## src/sv/osle_pkg.sv

```systemverilog
// package: constants and codes shared by the order sequence list engine
`default_nettype none
package osle_pkg;
	localparam int MaxOrders = 64;
	localparam int AddrW = $clog2(MaxOrders);
	localparam int IdW = 7;
	localparam int CntW = $clog2(MaxOrders + 1);

	typedef enum logic [3:0] {
		FN_APPEND = 4'd0,
		FN_INSERT = 4'd1,
		FN_DELETE = 4'd2,
		FN_REMOVE = 4'd3,
		FN_SWAP = 4'd4,
		FN_REVERSE = 4'd5,
		FN_EXCHANGE = 4'd6,
		FN_QUERY = 4'd7,
		FN_READ = 4'd8
	} func_t;

	localparam logic [1:0] ST_DONE = 2'd0;
	localparam logic [1:0] ST_NOOP = 2'd1;
	localparam logic [1:0] ST_RANGE = 2'd2;
	localparam logic [1:0] ST_MISSING = 2'd3;
endpackage
`default_nettype wire

```

## src/sv/osle_mem.sv

```systemverilog
// list storage memory, one write port and one registered read port
`default_nettype none
module osle_mem (
	input wire logic clk,
	input wire logic we,
	input wire logic [osle_pkg::AddrW-1:0] waddr,
	input wire logic [osle_pkg::IdW-1:0] wdata,
	input wire logic [osle_pkg::AddrW-1:0] raddr,
	output logic [osle_pkg::IdW-1:0] rdata
);
	logic [osle_pkg::IdW-1:0] mem_q [osle_pkg::MaxOrders];

	always_ff @(posedge clk) begin
		if (we) begin
			mem_q[waddr] <= wdata;
		end
		rdata <= mem_q[raddr];
	end
endmodule
`default_nettype wire

```

## src/sv/order_sequence_list_engine.sv

```systemverilog
// top level: sequencer around the list memory and the shared position counter
`default_nettype none
// One operation is taken when start is high and busy is low; its result shows for one
// cycle under done. Nothing stalls the result side. Each operation walks the list
// memory through its single read port and single write port: a lookup scans one
// entry a cycle, up to list_length entries, insert and erase shift the tail one entry
// at a time (a read state, then a write state), and reverse swaps one pair at a time
// (read low, read high, write low, write high). An unused code goes straight to the
// finish state; the longest operation is an insert at the head of a list one short
// of full (full scan, then full shift). The accepted flags are cleared at reset at once.
module order_sequence_list_engine (
	input wire logic clk,
	input wire logic arst_n,
	input wire logic start,
	output logic busy,
	input wire logic [3:0] func,
	input wire logic [6:0] order_a,
	input wire logic [6:0] order_b,
	input wire logic [6:0] pos_a,
	input wire logic [6:0] pos_b,
	input wire logic cfg_valid,
	output logic cfg_ready,
	input wire logic [6:0] cfg_data,
	output logic done,
	output logic [1:0] status,
	output logic [6:0] read_order,
	output logic flag_out,
	output logic [6:0] list_length
);
	localparam int AW = osle_pkg::AddrW;
	localparam int CW = osle_pkg::CntW;
	localparam int IW = osle_pkg::IdW;

	typedef enum logic [3:0] {
		S_IDLE, S_FIND_A, S_FIND_B, S_DECIDE, S_SHR_RD, S_SHR_WR, S_SHL_RD, S_SHL_WR,
		S_REV_RDL, S_REV_RDH, S_REV_WRL, S_REV_WRH, S_READ, S_WRITE1, S_WRITE2, S_FINISH
	} state_t;

	state_t state_q;
	logic [3:0] func_q;
	logic [IW-1:0] oa_q, ob_q, pa_q, pb_q, cfg_q, tmp_q, rd_q;
	logic [CW-1:0] cnt_q, idx_q, hi_q, ia_q, ib_q;
	logic fa_q, fb_q;
	logic [1:0] st_q;
	logic fl_q;
	logic [osle_pkg::MaxOrders-1:0] flags_q;

	logic we;
	logic [AW-1:0] waddr, raddr;
	logic [IW-1:0] wdata, rdata;

	logic [IW-1:0] lim_n;
	logic va, vb;
	assign lim_n = (cfg_q > IW'(osle_pkg::MaxOrders)) ? IW'(osle_pkg::MaxOrders) : cfg_q;
	assign va = (oa_q != '0) && (oa_q <= lim_n);
	assign vb = (ob_q != '0) && (ob_q <= lim_n);

	osle_mem u_mem (
		.clk(clk), .we(we), .waddr(waddr), .wdata(wdata), .raddr(raddr), .rdata(rdata)
	);

	// scan read address is driven from the counter; data arrives from the registered read port in the next cycle
	logic [CW-1:0] scan_idx;
	logic scan_hit;
	assign scan_idx = idx_q - CW'(1);

	always_comb begin
		we = 1'b0;
		waddr = '0;
		wdata = '0;
		raddr = idx_q[AW-1:0];
		scan_hit = 1'b0;
		unique case (state_q) inside
			S_FIND_A, S_FIND_B: begin
				scan_hit = (idx_q != '0) && (rdata == ((state_q == S_FIND_A) ? oa_q : ob_q));
			end
			S_SHR_RD: raddr = AW'(idx_q - CW'(1));
			S_SHR_WR: begin
				we = 1'b1; waddr = idx_q[AW-1:0]; wdata = rdata;
			end
			S_SHL_RD: raddr = AW'(idx_q + CW'(1));
			S_SHL_WR: begin
				we = 1'b1; waddr = idx_q[AW-1:0]; wdata = rdata;
			end
			S_REV_RDL: raddr = idx_q[AW-1:0];
			S_REV_RDH: raddr = AW'(hi_q - CW'(1));
			S_REV_WRL: begin
				we = 1'b1; waddr = idx_q[AW-1:0]; wdata = rdata;
			end
			S_REV_WRH: begin
				we = 1'b1; waddr = AW'(hi_q - CW'(1)); wdata = tmp_q;
			end
			S_READ: raddr = pa_q[AW-1:0];
			S_WRITE1: begin
				we = 1'b1; waddr = idx_q[AW-1:0]; wdata = tmp_q;
			end
			S_WRITE2: begin
				if (func_q == osle_pkg::FN_SWAP) begin
					we = 1'b1; waddr = ib_q[AW-1:0]; wdata = oa_q;
				end else if (func_q != osle_pkg::FN_READ) begin
					we = 1'b1; waddr = idx_q[AW-1:0]; wdata = tmp_q;
				end
			end
			default: ;
		endcase
	end

	assign busy = (state_q != S_IDLE);
	assign cfg_ready = (state_q == S_IDLE);

	always_ff @(posedge clk or negedge arst_n) begin
		if (!arst_n) begin
			state_q <= S_IDLE;
			cfg_q <= 7'd64;
			cnt_q <= '0;
			flags_q <= '0;
			func_q <= '0;
			oa_q <= '0;
			ob_q <= '0;
			pa_q <= '0;
			pb_q <= '0;
			tmp_q <= '0;
			rd_q <= '0;
			idx_q <= '0;
			hi_q <= '0;
			ia_q <= '0;
			ib_q <= '0;
			fa_q <= 1'b0;
			fb_q <= 1'b0;
			st_q <= '0;
			fl_q <= 1'b0;
			done <= 1'b0;
			status <= '0;
			read_order <= '0;
			flag_out <= 1'b0;
			list_length <= '0;
		end else begin
			done <= 1'b0;
			if (cfg_valid && cfg_ready) begin
				cfg_q <= cfg_data;
			end
			unique case (state_q) inside
				S_IDLE: begin
					if (start) begin
						func_q <= func;
						oa_q <= order_a;
						ob_q <= order_b;
						pa_q <= pos_a;
						pb_q <= pos_b;
						idx_q <= '0;
						fa_q <= 1'b0;
						fb_q <= 1'b0;
						st_q <= osle_pkg::ST_NOOP;
						rd_q <= '0;
						fl_q <= 1'b0;
						unique case (func) inside
							osle_pkg::FN_READ: state_q <= S_READ;
							osle_pkg::FN_REVERSE: state_q <= S_DECIDE;
							osle_pkg::FN_APPEND, osle_pkg::FN_INSERT, osle_pkg::FN_DELETE,
							osle_pkg::FN_REMOVE, osle_pkg::FN_SWAP, osle_pkg::FN_EXCHANGE,
							osle_pkg::FN_QUERY: state_q <= S_FIND_A;
							default: state_q <= S_FINISH;
						endcase
					end
				end
				S_FIND_A, S_FIND_B: begin
					if (scan_hit) begin
						if (state_q == S_FIND_A) begin
							fa_q <= 1'b1; ia_q <= scan_idx;
						end else begin
							fb_q <= 1'b1; ib_q <= scan_idx;
						end
					end
					if (scan_hit || idx_q >= cnt_q) begin
						idx_q <= '0;
						state_q <= (state_q == S_FIND_A &&
							(func_q == osle_pkg::FN_SWAP || func_q == osle_pkg::FN_EXCHANGE))
							? S_FIND_B : S_DECIDE;
					end else begin
						idx_q <= idx_q + CW'(1);
					end
				end
				S_DECIDE: begin
					state_q <= S_FINISH;
					case (func_q) inside
						osle_pkg::FN_APPEND, osle_pkg::FN_INSERT: begin
							if (!va) st_q <= osle_pkg::ST_RANGE;
							else if (fa_q) st_q <= osle_pkg::ST_NOOP;
							else if (cnt_q >= CW'(osle_pkg::MaxOrders) ||
								(func_q == osle_pkg::FN_INSERT && CW'(pa_q) > cnt_q))
								st_q <= osle_pkg::ST_RANGE;
							else begin
								st_q <= osle_pkg::ST_DONE;
								flags_q[AW'(oa_q - 7'd1)] <= 1'b1;
								hi_q <= (func_q == osle_pkg::FN_APPEND) ? cnt_q : CW'(pa_q);
								idx_q <= cnt_q;
								tmp_q <= oa_q;
								state_q <= S_SHR_RD;
							end
						end
						osle_pkg::FN_DELETE, osle_pkg::FN_REMOVE, osle_pkg::FN_QUERY: begin
							if (!va) st_q <= osle_pkg::ST_RANGE;
							else if (!fa_q) st_q <= osle_pkg::ST_MISSING;
							else begin
								st_q <= osle_pkg::ST_DONE;
								if (func_q == osle_pkg::FN_QUERY) begin
									fl_q <= flags_q[AW'(oa_q - 7'd1)];
								end else begin
									if (func_q == osle_pkg::FN_DELETE)
										flags_q[AW'(oa_q - 7'd1)] <= 1'b0;
									idx_q <= ia_q;
									state_q <= S_SHL_RD;
								end
							end
						end
						osle_pkg::FN_SWAP: begin
							if (!va || !vb) st_q <= osle_pkg::ST_RANGE;
							else if (!fa_q || !fb_q) st_q <= osle_pkg::ST_MISSING;
							else begin
								st_q <= osle_pkg::ST_DONE;
								idx_q <= ia_q;
								tmp_q <= ob_q;
								state_q <= S_WRITE1;
							end
						end
						osle_pkg::FN_EXCHANGE: begin
							if (!va || !vb) st_q <= osle_pkg::ST_RANGE;
							else if (!fa_q) st_q <= osle_pkg::ST_MISSING;
							else if (fb_q) st_q <= osle_pkg::ST_NOOP;
							else begin
								st_q <= osle_pkg::ST_DONE;
								flags_q[AW'(oa_q - 7'd1)] <= 1'b0;
								flags_q[AW'(ob_q - 7'd1)] <= 1'b1;
								idx_q <= ia_q;
								tmp_q <= ob_q;
								state_q <= S_WRITE2;
							end
						end
						osle_pkg::FN_REVERSE: begin
							if (pa_q > pb_q || CW'(pb_q) > cnt_q) st_q <= osle_pkg::ST_RANGE;
							else begin
								st_q <= osle_pkg::ST_DONE;
								idx_q <= CW'(pa_q);
								hi_q <= CW'(pb_q);
								state_q <= S_REV_RDL;
							end
						end
						default: st_q <= osle_pkg::ST_NOOP;
					endcase
				end
				S_SHR_RD: begin
					if (idx_q > hi_q) state_q <= S_SHR_WR;
					else begin
						state_q <= S_WRITE2;
						cnt_q <= cnt_q + CW'(1);
					end
				end
				S_SHR_WR: begin
					idx_q <= idx_q - CW'(1);
					state_q <= S_SHR_RD;
				end
				S_SHL_RD: begin
					if (idx_q + CW'(1) < cnt_q) state_q <= S_SHL_WR;
					else begin
						cnt_q <= cnt_q - CW'(1);
						state_q <= S_FINISH;
					end
				end
				S_SHL_WR: begin
					idx_q <= idx_q + CW'(1);
					state_q <= S_SHL_RD;
				end
				S_REV_RDL: begin
					if (idx_q + CW'(1) < hi_q) state_q <= S_REV_RDH;
					else state_q <= S_FINISH;
				end
				S_REV_RDH: begin
					tmp_q <= rdata;
					state_q <= S_REV_WRL;
				end
				S_REV_WRL: state_q <= S_REV_WRH;
				S_REV_WRH: begin
					idx_q <= idx_q + CW'(1);
					hi_q <= hi_q - CW'(1);
					state_q <= S_REV_RDL;
				end
				S_READ: begin
					state_q <= S_FINISH;
					if (CW'(pa_q) >= cnt_q) st_q <= osle_pkg::ST_RANGE;
					else begin
						st_q <= osle_pkg::ST_DONE;
						state_q <= S_WRITE2;
						func_q <= osle_pkg::FN_READ;
					end
				end
				S_WRITE1: state_q <= S_WRITE2;
				S_WRITE2: begin
					if (func_q == osle_pkg::FN_READ) rd_q <= rdata;
					state_q <= S_FINISH;
				end
				S_FINISH: begin
					done <= 1'b1;
					status <= st_q;
					read_order <= rd_q;
					flag_out <= fl_q;
					list_length <= IW'(cnt_q);
					state_q <= S_IDLE;
				end
				default: state_q <= S_IDLE;
			endcase
		end
	end

	a_cfg_ready_idle: assert property (@(posedge clk) disable iff (!arst_n)
		cfg_ready == !busy);
	a_done_idle: assert property (@(posedge clk) disable iff (!arst_n)
		done |-> !busy);
	a_done_single: assert property (@(posedge clk) disable iff (!arst_n)
		done |=> !done);
	a_count_max: assert property (@(posedge clk) disable iff (!arst_n)
		cnt_q <= CW'(osle_pkg::MaxOrders));
	a_read_done: assert property (@(posedge clk) disable iff (!arst_n)
		done && (read_order != '0) |-> status == osle_pkg::ST_DONE);
endmodule
`default_nettype wire

```

## config.mk

```make
export PLATFORM = sky130hd
export DESIGN_NAME = order_sequence_list_engine
export DESIGN_NICKNAME = d
export VERILOG_FILES = /design/src/sv/osle_pkg.sv /design/src/sv/osle_mem.sv /design/src/sv/order_sequence_list_engine.sv
export SDC_FILE = /design/constraint.sdc
export NUM_CORES = 1
export LEC_CHECK = 0
export BUFFER_PORTS_ARGS = -buffer_cell sky130_fd_sc_hd__buf_2
export CAP_MARGIN = 15
export CORE_MARGIN = 10
export CORE_UTILIZATION = 40
export DETAILED_ROUTE_END_ITERATION = 8
export GPL_TIMING_DRIVEN = 0
export PLACE_DENSITY = 0.59
export REMOVE_ABC_BUFFERS = 1
export SLEW_MARGIN = 20
export SYNTH_ARGS = -nofsm -noshare
export SYNTH_HDL_FRONTEND = slang
export SYNTH_SLANG_ARGS = --single-unit
```

## constraint.sdc

```tcl
create_clock -name clk -period 4.1 [get_ports clk]
set_clock_uncertainty 0.05 [all_clocks]
set_input_delay 0.82 -clock clk [delete_from_list [all_inputs] [get_ports clk]]
set_output_delay 0.82 -clock clk [all_outputs]
set_load 0.02 [all_outputs]
```

# After elaboration in Yosys (flattened, before gate mapping)

Memory sizes are Yosys's and may differ from the RTL's. A register that Yosys moved wholly into a read port is not among the register bits.
Index checks and enable logic that the tools add are counted.

Output and inout port bits: 20
Logic and storage cells: 339
Input bits: 43
Register bits: 178
Bits in writable memories: 448
Memories: 1

Eq/ne operators: 81
Reduce and logical (&&, ||, !) cells: 59
Bitwise gates (word level): 5
$lt $le $gt $ge: 16
Add/subtract/negate cells: 7
Mux-type cells: 146

Memory list:

| name        | depth | width | rd ports | clocked after memory_dff | write ports | line           | RTL |
|---|---|---|---|---|---|---|---|
| u_mem.mem_q | 64    | 7     | 1        | 1                        | 1           | osle_mem.sv:11 | `logic [osle_pkg::IdW-1:0] mem_q [osle_pkg::MaxOrders];` |

Operators with widths:

| operator                                                                | number |
|---|---|
| 64-bit 2-to-1 mux                                                       | 14 |
| 7-bit 2-to-1 mux                                                        | 48 |
| 64-bit bitwise OR                                                       | 2 |
| 64-bit AND                                                              | 1 |
| 4-bit 2-to-1 mux                                                        | 16 |
| 64-bit inverter                                                         | 1 |
| 4-bit case mux with 14 select lines                                     | 1 |
| 7-bit case mux with 2 select lines                                      | 4 |
| 4-bit by 3-bit == test with 1-bit output, second input constant         | 12 |
| 4-bit == test, second input constant                                    | 10 |
| 2-bit 2-to-1 mux                                                        | 19 |
| 7-bit case mux with 5 select lines                                      | 1 |
| 2-bit inequality test, second input constant                            | 15 |
| 7-bit > comparator                                                      | 4 |
| 1-bit 2-to-1 mux                                                        | 25 |
| 4-bit by 2-bit == test with 1-bit output, second input constant         | 6 |
| 3-bit by 2-bit inequality test with 1-bit output, second input constant | 8 |
| 6-bit case mux with 4 select lines                                      | 1 |
| 7-bit case mux with 3 select lines                                      | 1 |
| 7-bit nonzero test                                                      | 3 |
| 7-bit by 1-bit subtractor with 7-bit output, second input constant      | 3 |
| 6-bit case mux with 3 select lines                                      | 1 |
| 4-bit by 3-bit inequality test with 1-bit output, second input constant | 4 |
| 5-bit by 3-bit inequality test with 1-bit output, second input constant | 3 |
| other kinds (50)                                                        | 111 |

# Depth between registers and ports, before layout

Gate-level depths: netlist of the first run.

Depth after elaboration: 15
Mapped depth: 14
Mapped depth without buffers: 12

# Hierarchy

A second synthesis of the first run with hierarchy kept.

Cells, all modules: 2363
Area, all modules: 30407.9 sq um

By module, submodules not included:

| module                     | cells an instance | times used | seq. area each (sq um) | area each (sq um) |
|---|---|---|---|---|
| osle_mem                   | 837               | 1          | 13593.0                | 17673.2 |
| order_sequence_list_engine | 1526              | 1          | 4455.5                 | 12734.7 |

# Worst setup path before layout of the first run

OpenSTA, ideal clock, no wires.

Path type: register to register
Start point: register func_q[2]
End point: memory u_mem.mem_q[0][6] (netlist bit) (data pin)
Data required time: 3.348 ns
Buffers on the path: 2
Slack: -0.386 ns
Stages on the path, launching flop included: 7
Setup time: 0.702 ns
Period minus slack after synthesis: 4.486 ns
Arrival: 3.734 ns
Cell sequence: dfrtp_1 -> clkbuf_1 -> clkbuf_1 -> nand3_1 -> a21oi_1 -> a21oi_1 -> o21ai_0

Word-level cells in the longest chain between the ends: 4
Elaborated cells between the ends (all ways): 5
Those cells by class: 2 x eq/ne; 3 x mux

Ends and longest elaborated chain:

| what                                 | line                              | RTL |
|---|---|---|
| start: declaration                   | order_sequence_list_engine.sv:40  | `logic [3:0] func_q;` |
| start signal: assignment             | order_sequence_list_engine.sv:145 | `func_q <= func;` |
| start signal: assignment             | order_sequence_list_engine.sv:293 | `func_q <= osle_pkg::FN_READ;` |
| 4-bit inequality test                | order_sequence_list_engine.sv:100 | `end else if (func_q != osle_pkg::FN_READ) begin` |
| 7-bit 2-to-1 mux                     | order_sequence_list_engine.sv:100 |  |
| 7-bit 2-to-1 mux *                   | order_sequence_list_engine.sv:98  | `if (func_q == osle_pkg::FN_SWAP) begin` |
| 7-bit case mux with 3 select lines * | order_sequence_list_engine.sv:73  | `unique case (state_q) inside` |
| via u_mem.wdata (one bit)            | osle_mem.sv:7                     | `input wire logic [osle_pkg::IdW-1:0] wdata,` |
| end: declaration                     | osle_mem.sv:11                    |  |

Mark *: on every way through the listed nets, which the timed path passes. The rest lies on a longest branch.

# Worst setup path after layout of the first run

Start point: register state_q[0]
End point: memory u_mem.mem_q[62][6] (netlist bit), enable pin

Word-level cells in the longest chain between the ends: 5
Elaborated cells between the ends (all ways): 12
Those cells by class: 6 x eq/ne; 4 x mux; 2 x reduce/logical

Ends and longest elaborated chain:

| what                                                                                       | line                              | RTL |
|---|---|---|
| start: declaration                                                                         | order_sequence_list_engine.sv:39  | `state_t state_q;` |
| start signal: assignment                                                                   | order_sequence_list_engine.sv:176 | `state_q <= (state_q == S_FIND_A &&` |
| 4-bit by 3-bit == test with 1-bit output (no line) / 4-bit == test (equally long branches) | --                                |  |
| 5-bit OR reduction (no line)                                                               | --                                |  |
| 1-bit case mux with 2 select lines                                                         | order_sequence_list_engine.sv:73  |  |
| 1-bit 2-to-1 mux                                                                           | osle_mem.sv:14                    | `if (we) begin` |
| 1-bit 2-to-1 mux (not written as such)                                                     | osle_mem.sv:15                    | `mem_q[waddr] <= wdata;` |

Several ways; a longest one is shown, not always the timed one.

==> results of run 1 <==
## cells in the final DEF (no fill, tap or decap), types with 24 or more instances in the layout
cell / instances
a21oi_1: 235
a222oi_1: 57
a22oi_1: 26
a31oi_1: 24
buf_2: 62
buf_4: 32
clkbuf_16: 70
dfrtp_1: 169
edfxtp_1: 448
ha_1: 74
inv_1: 44
mux2i_1: 53
mux4_2: 28
nand2_1: 369
nand3_1: 89
nor2_1: 138
nor2_2: 55
nor3_1: 41
o21ai_0: 125
o22ai_1: 46
## kinds of logic (layout without fill, tap and decap cells)
family | after synthesis | after routing
and+or+nand+nor | 860 | 860
adders and majority gates | 77 | 77
muxes | 104 | 104
DFF | 633 | 633
buffers and inverters | 219 | 309
AOI/OAI and AO/OA | 721 | 726
xor gates and xnor gates | 37 | 38
## cell type report
class	instances	share of cell area (%)
Clock buffer	88	5.32
Clock inverter	36	1.08
Sequential cell	633	51.5
Multi-Input combinational cell	1805	34.2
Tap cell	978	3.48
Inverter	56	0.638
Timing Repair Buffer	129	3.77
## power by group through the flow
stage / sequential (mW) / combinational (mW) / clock (mW)
2_1_floorplan: 9.84 / 8.80 / 0
3_3_place_gp: 10.3 / 12.8 / 0
3_5_place_dp: 10.2 / 14.7 / 0
4_1_cts: 10.1 / 15.0 / 6.26
5_1_grt: 10.3 / 16.9 / 6.56
6_report: 10.2 / 15.7 / 6.16
## routing by layer
layer,global-route usage (%),vias to the layer above,share of wire (%)
met3,3.26,185,8.4
li1,-,10200,-
met1,26.9,11000,42
met2,31.3,1049,47
met4,6.81,0,2.9
met5,0,-,0
## sequential cells by signal, summed over array words and instances, names as in the netlist, 2 cells and up
name and flops:
list_length 7, hi_q 7, st_q 2, oa_q 7, cfg_q 7, flags_q 64, pb_q 7, pa_q 7
tmp_q 7, ia_q 7, func_q 4, u_mem.mem_q 448, u_mem.rdata 7, ib_q 6, rd_q 7, cnt_q 7
idx_q 7, ob_q 7, status 2, read_order 7, state_q 4
## metrics by stage
step	hold slack (ns)	area (um^2)	setup slack (ns)	cells	util (%)
2_1_floorplan	0.396	29800	-2.70	2488	-
3_3_place_gp	0.411	31300	-6.36	3528	41.3
3_5_place_dp	0.418	32100	-0.651	3564	42.5
4_1_cts	0.314	34600	-0.0373	3700	45.8
5_1_grt	0.335	35100	-0.152	3725	46.4
6_report	0.336	35100	0.0198	3725	46.4
## final timing paths
kind | end | slack [ns] | cells past startpoint
min | ob_q[3] | 0.34 | 3
max | u_mem.mem_q[62][6] | 0.02 | 7
max in group asynchronous | state_q[1] | 2.70 | 3
min in group asynchronous | flags_q[46] | 0.58 | 2
min reg2reg | list_length[4] | 0.43 | 2
max reg2reg | u_mem.mem_q[62][6] | 0.02 | 7
## repair_timing
item                                   CTS  global route
setup endpoints to repair              529           448
setup buffers                           10            20
cloned                                   1             5
gates resized for setup                 34            64
endpoints found under the hold margin   23             0
hold buffers                             1             0
pin swaps                                5             8
## worst register-to-register path, delay by kind of cell (launching register included)
family | cells | cell delay [ns]
AO/OA/AOI/OAI | 1 | 0.25
flip-flops | 1 | 0.64
AND/OR/NAND/NOR | 6 | 2.77
==> impl_metrics.json, run 1 <==
{
  "yosys_warnings": 0,
  "drv_cap": 0,
  "dieArea_um2": 87700,
  "synth_cells": 2651,
  "critPathKind": "flop to flop",
  "num_rows": 101,
  "multi_input_area_um2": 12000,
  "synth_compound_area_share_pct": 15.7,
  "viasPerCell": 6.02,
  "rsz0062_at_grt": "yes",
  "synth-edff-count": 448,
  "routedWlPerCell_um": 23.9,
  "synth_top_area_share_pct": 44.1,
  "cts.htree.levels": 3,
  "syn_to_final_growth_pct": 15.2,
  "clockBufferDepth": 3,
  "p_sw_mw": 14.2,
  "pin_count": 63,
  "drt-total-wl_um": 89100,
  "hp-class": "primary input to flop",
  "gp_congestion": 0.878,
  "grt_max_degree": 81,
  "synth_mux_area_share_pct": 4.66,
  "p_clk_share_pct": 19.2,
  "hold_start": "order_b[3]",
  "ys_ff_latch": 633,
  "p_sw_share_pct": 44.3,
  "layout_min_cycle_time_ns": 4.08,
  "hold_viol": 0,
  "final_antenna_net_count": 0,
  "seq_power_share_pct": 31.7,
  "ir_worst_vdd_mv": 0.489,
  "syn_area_per_cell_um2": 11.5,
  "r2r-start": "state_q[0]",
  "drive_gt1_share_pct": 16.5,
  "clkLatencyLatePin_ns": 0.63,
  "grt_pass1_wl_um": 134000,
  "initial_core_util_pct": 40.3,
  "path_clk_slew_ns": 0.06,
  "p_comb_share_pct": 49.1,
  "yosysMostFrequentCell": "edfxtp_1",
  "clkSinkCount": 633,
  "max_stage_delay_ns": 0.67,
  "fin_crit_sh_pct": 99.5,
  "yosys.area.top_type": "edfxtp_1",
  "status": "complete, no violations",
  "synth_fa_ha_area_share_pct": 3.18,
  "coreArea_um2": 75700,
  "grt_pass1_vias": 21700,
  "synth_top_family_by_area": "compound AO/OA/AOI/OAI gates",
  "critPathCaptureType": "flop",
  "antenna_found_initial": 0,
  "ys_types": 99,
  "crit_slowest_cell": "nor2_1",
  "cp_num_buf_inv": 0,
  "nets": 2815,
  "worst-slew-pin-transition_ns": 1.17,
  "worstPathArrival_ns": 4.28,
  "port_buffers": 62,
  "yosys.area_share.simple_pct": 13.0,
  "fin_setup_tns_ns": 0,
  "critPathLaunch": "state_q[0]",
  "power.leakage_nw": 12.9,
  "grt_usage_pct": 19.7,
  "ys_seq_area_share_pct": 59.2,
  "numCtsBuffers": 70,
  "drc": 0,
  "critical_path.cell_chain": "nand2b_1, nor2_2, and3_1, a22oi_1, nand2_1, nand3_1, nor2_1",
  "drv_slew": 0,
  "root_buffer": "clkbuf_16",
  "netlist_area_um2": 30500,
  "finalSetupViolCount": 0,
  "overflow": 0,
  "via_count": 22400,
  "slew_headroom_pct": 22.1,
  "cts_tree": "done",
  "drtIter0Drc": 2857,
  "synth-xor-area-share_pct": 1.14,
  "final-seq-area_um2": 18100,
  "num_antenna_cells": 0,
  "p_int_mw": 17.8,
  "crit_path_start_kind": "flop",
  "fillers": 6767,
  "synth-main-ff-cell": "edfxtp_1",
  "max_freq_ghz": 0.245,
  "power_density_nw_per_um2": 912,
  "yosys-top-cells-area": "edfxtp_1 44%, dfrtp_1 15%, nand2_1 4.6%",
  "power_mw": 32.0,
  "crit_fanout": 34,
  "async_flop_share_pct": 28.1,
  "cp_top_family": "simple AND/OR/NAND/NOR gates",
  "crit_required_ns": 4.30,
  "fp.dieH_um": 296,
  "dp_hpwl_um": 57400,
  "detailedRoute.firstPassIterationCount": 6,
  "ys_top_cells_by_count": "448 x edfxtp_1, 371 x nand2_1, 236 x a21oi_1",
  "die_width_um": 296
}
Power figures use the tool's default switching activity.
==> run 2, diff against run 1 <==
- clock period: 4.1 -> 3.4 ns (I/O delays scaled with it)
==> impl_metrics.json, run 2 (synthesized netlist as in run 1, its figures left out) <==
{
  "drc": 0,
  "crit_required_ns": 3.64,
  "cts.htree.levels": 3,
  "root_buffer": "clkbuf_16",
  "finalSetupViolCount": 69,
  "routedWlPerCell_um": 24.5,
  "max_freq_ghz": 0.289,
  "path_clk_slew_ns": 0.06,
  "grt_pass1_wl_um": 142000,
  "fin_crit_sh_pct": 102,
  "pin_count": 63,
  "drv_slew": 0,
  "slew_headroom_pct": 22.8,
  "power_mw": 42.4,
  "drtIter0Drc": 3024,
  "instances_no_fill": 3861,
  "reg.largest.list": "u_mem.mem_q (448), flags_q (64)",
  "largest_register": "u_mem.mem_q",
  "cts_tree": "done",
  "drive_gt1_share_pct": 25.7,
  "placed_cell_area_um2": 32100,
  "violations": "negative setup slack",
  "critPathLaunch": "state_q[1]",
  "hold-worst-slack_ns": 0.192,
  "clkSinkCount": 633,
  "r2r-start": "state_q[1]",
  "via_count": 23500,
  "port_buffers": 62,
  "num_antenna_cells": 0,
  "crit_path_start_kind": "flop",
  "fp.dieH_um": 296,
  "numCtsBuffers": 70,
  "ir_worst_vdd_mv": 0.739,
  "placed_cells": 3564,
  "crit_fanout": 10,
  "power_density_nw_per_um2": 1130,
  "fin_area_um2": 37700,
  "critPathCaptureType": "flop",
  "drt-total-wl_um": 94700,
  "multi_input_area_um2": 13200,
  "final_antenna_net_count": 0,
  "hold_start": "order_b[3]",
  "dp_hpwl_um": 57400,
  "critPathKind": "flop to flop",
  "hp-class": "primary input to flop",
  "fillers": 6443,
  "grt_max_degree": 81,
  "die_width_um": 296,
  "nets": 2951,
  "timing.final.ws_setup_ns": -0.0574,
  "hold_viol": 0,
  "detailedRoute.firstPassIterationCount": 6,
  "worstPathArrival_ns": 3.70,
  "status": "complete, but fails checks",
  "fin_setup_tns_ns": -1.72,
  "clockBufferDepth": 3,
  "overflow": 0,
  "coreArea_um2": 75700,
  "final-seq-area_um2": 18100,
  "antenna_found_initial": 1,
  "layout_min_cycle_time_ns": 3.46,
  "dieArea_um2": 87700,
  "rsz0062_at_grt": "yes",
  "power.leakage_nw": 13.9,
  "grt_usage_pct": 21.0,
  "gp_congestion": 0.878,
  "drv_cap": 0,
  "worst-slew-pin-transition_ns": 1.16,
  "clkLatencyLatePin_ns": 0.64,
  "final_cell_mix": "448 x edfxtp_1, 345 x nand2_1, 230 x a21oi_1",
  "viasPerCell": 6.08,
  "final_common_cell": "edfxtp_1",
  "largest_reg_flops": 448,
  "fin_util_pct": 49.8,
  "grt_pass1_vias": 22900,
  "syn_to_final_growth_pct": 23.6,
  "initial_core_util_pct": 40.3,
  "num_rows": 101,
  "dp_slack_ns": -1.35
}
run 2: critical path: stages, from the launching register on:
cell	delay [ns]
dfrtp_4	0.53
nand2b_1	0.35
nor2_4	0.14
and3_2	0.31
a22oi_1	0.41
nand2_1	0.30
nor2_1	0.26
nand2_2	0.38
nor2_4	0.38
run 2: what timing repair did:
item / in CTS / in global routing
endpoints found under the hold margin: 23 / 0
resized for setup: 269 / 144
setup endpoints to repair: 931 / 484
pin swaps: 37 / 60
hold buffers: 1 / 0
gates cloned: 8 / 2
setup buffers: 123 / 40
run 2: cell type report:
| class | instances | share of cell area (%) |
|---|---|---|
| clock buffers | 88 | 4.96 |
| clock inverters | 36 | 1.01 |
| inverters | 56 | 0.637 |
| multi-input cells | 1806 | 35.0 |
| flip-flops and latches | 633 | 48.0 |
| well taps | 978 | 3.25 |
| repair buffers | 264 | 7.15 |
run 2: final timing paths:
check	end	slack, ns	depth (start not counted)
max	u_mem.mem_q[17][5]	-0.06	8
min	ob_q[3]	0.19	3
max reg2reg	u_mem.mem_q[17][5]	-0.06	8
min reg2reg	list_length[4]	0.43	2
max in group asynchronous	hi_q[0]	2.14	3
min in group asynchronous	flags_q[46]	0.44	2
run 2: metal layers:
| metal | up-vias | GRT usage [%] | wire length [um] |
|---|---|---|---|
| li1 | 10500 | - | - |
| met4 | 2 | 8.56 | 3060 |
| met3 | 214 | 3.73 | 8300 |
| met1 | 11600 | 28.4 | 39100 |
| met2 | 1224 | 33.3 | 44200 |
| met5 | - | 0 | 10 |
run 2: report_power, final:
group          total, mW  switching, mW  internal [mW]
logic               22.9           14.3           8.67
registers           12.1           1.33           10.7
clock network       7.44           3.24           4.20
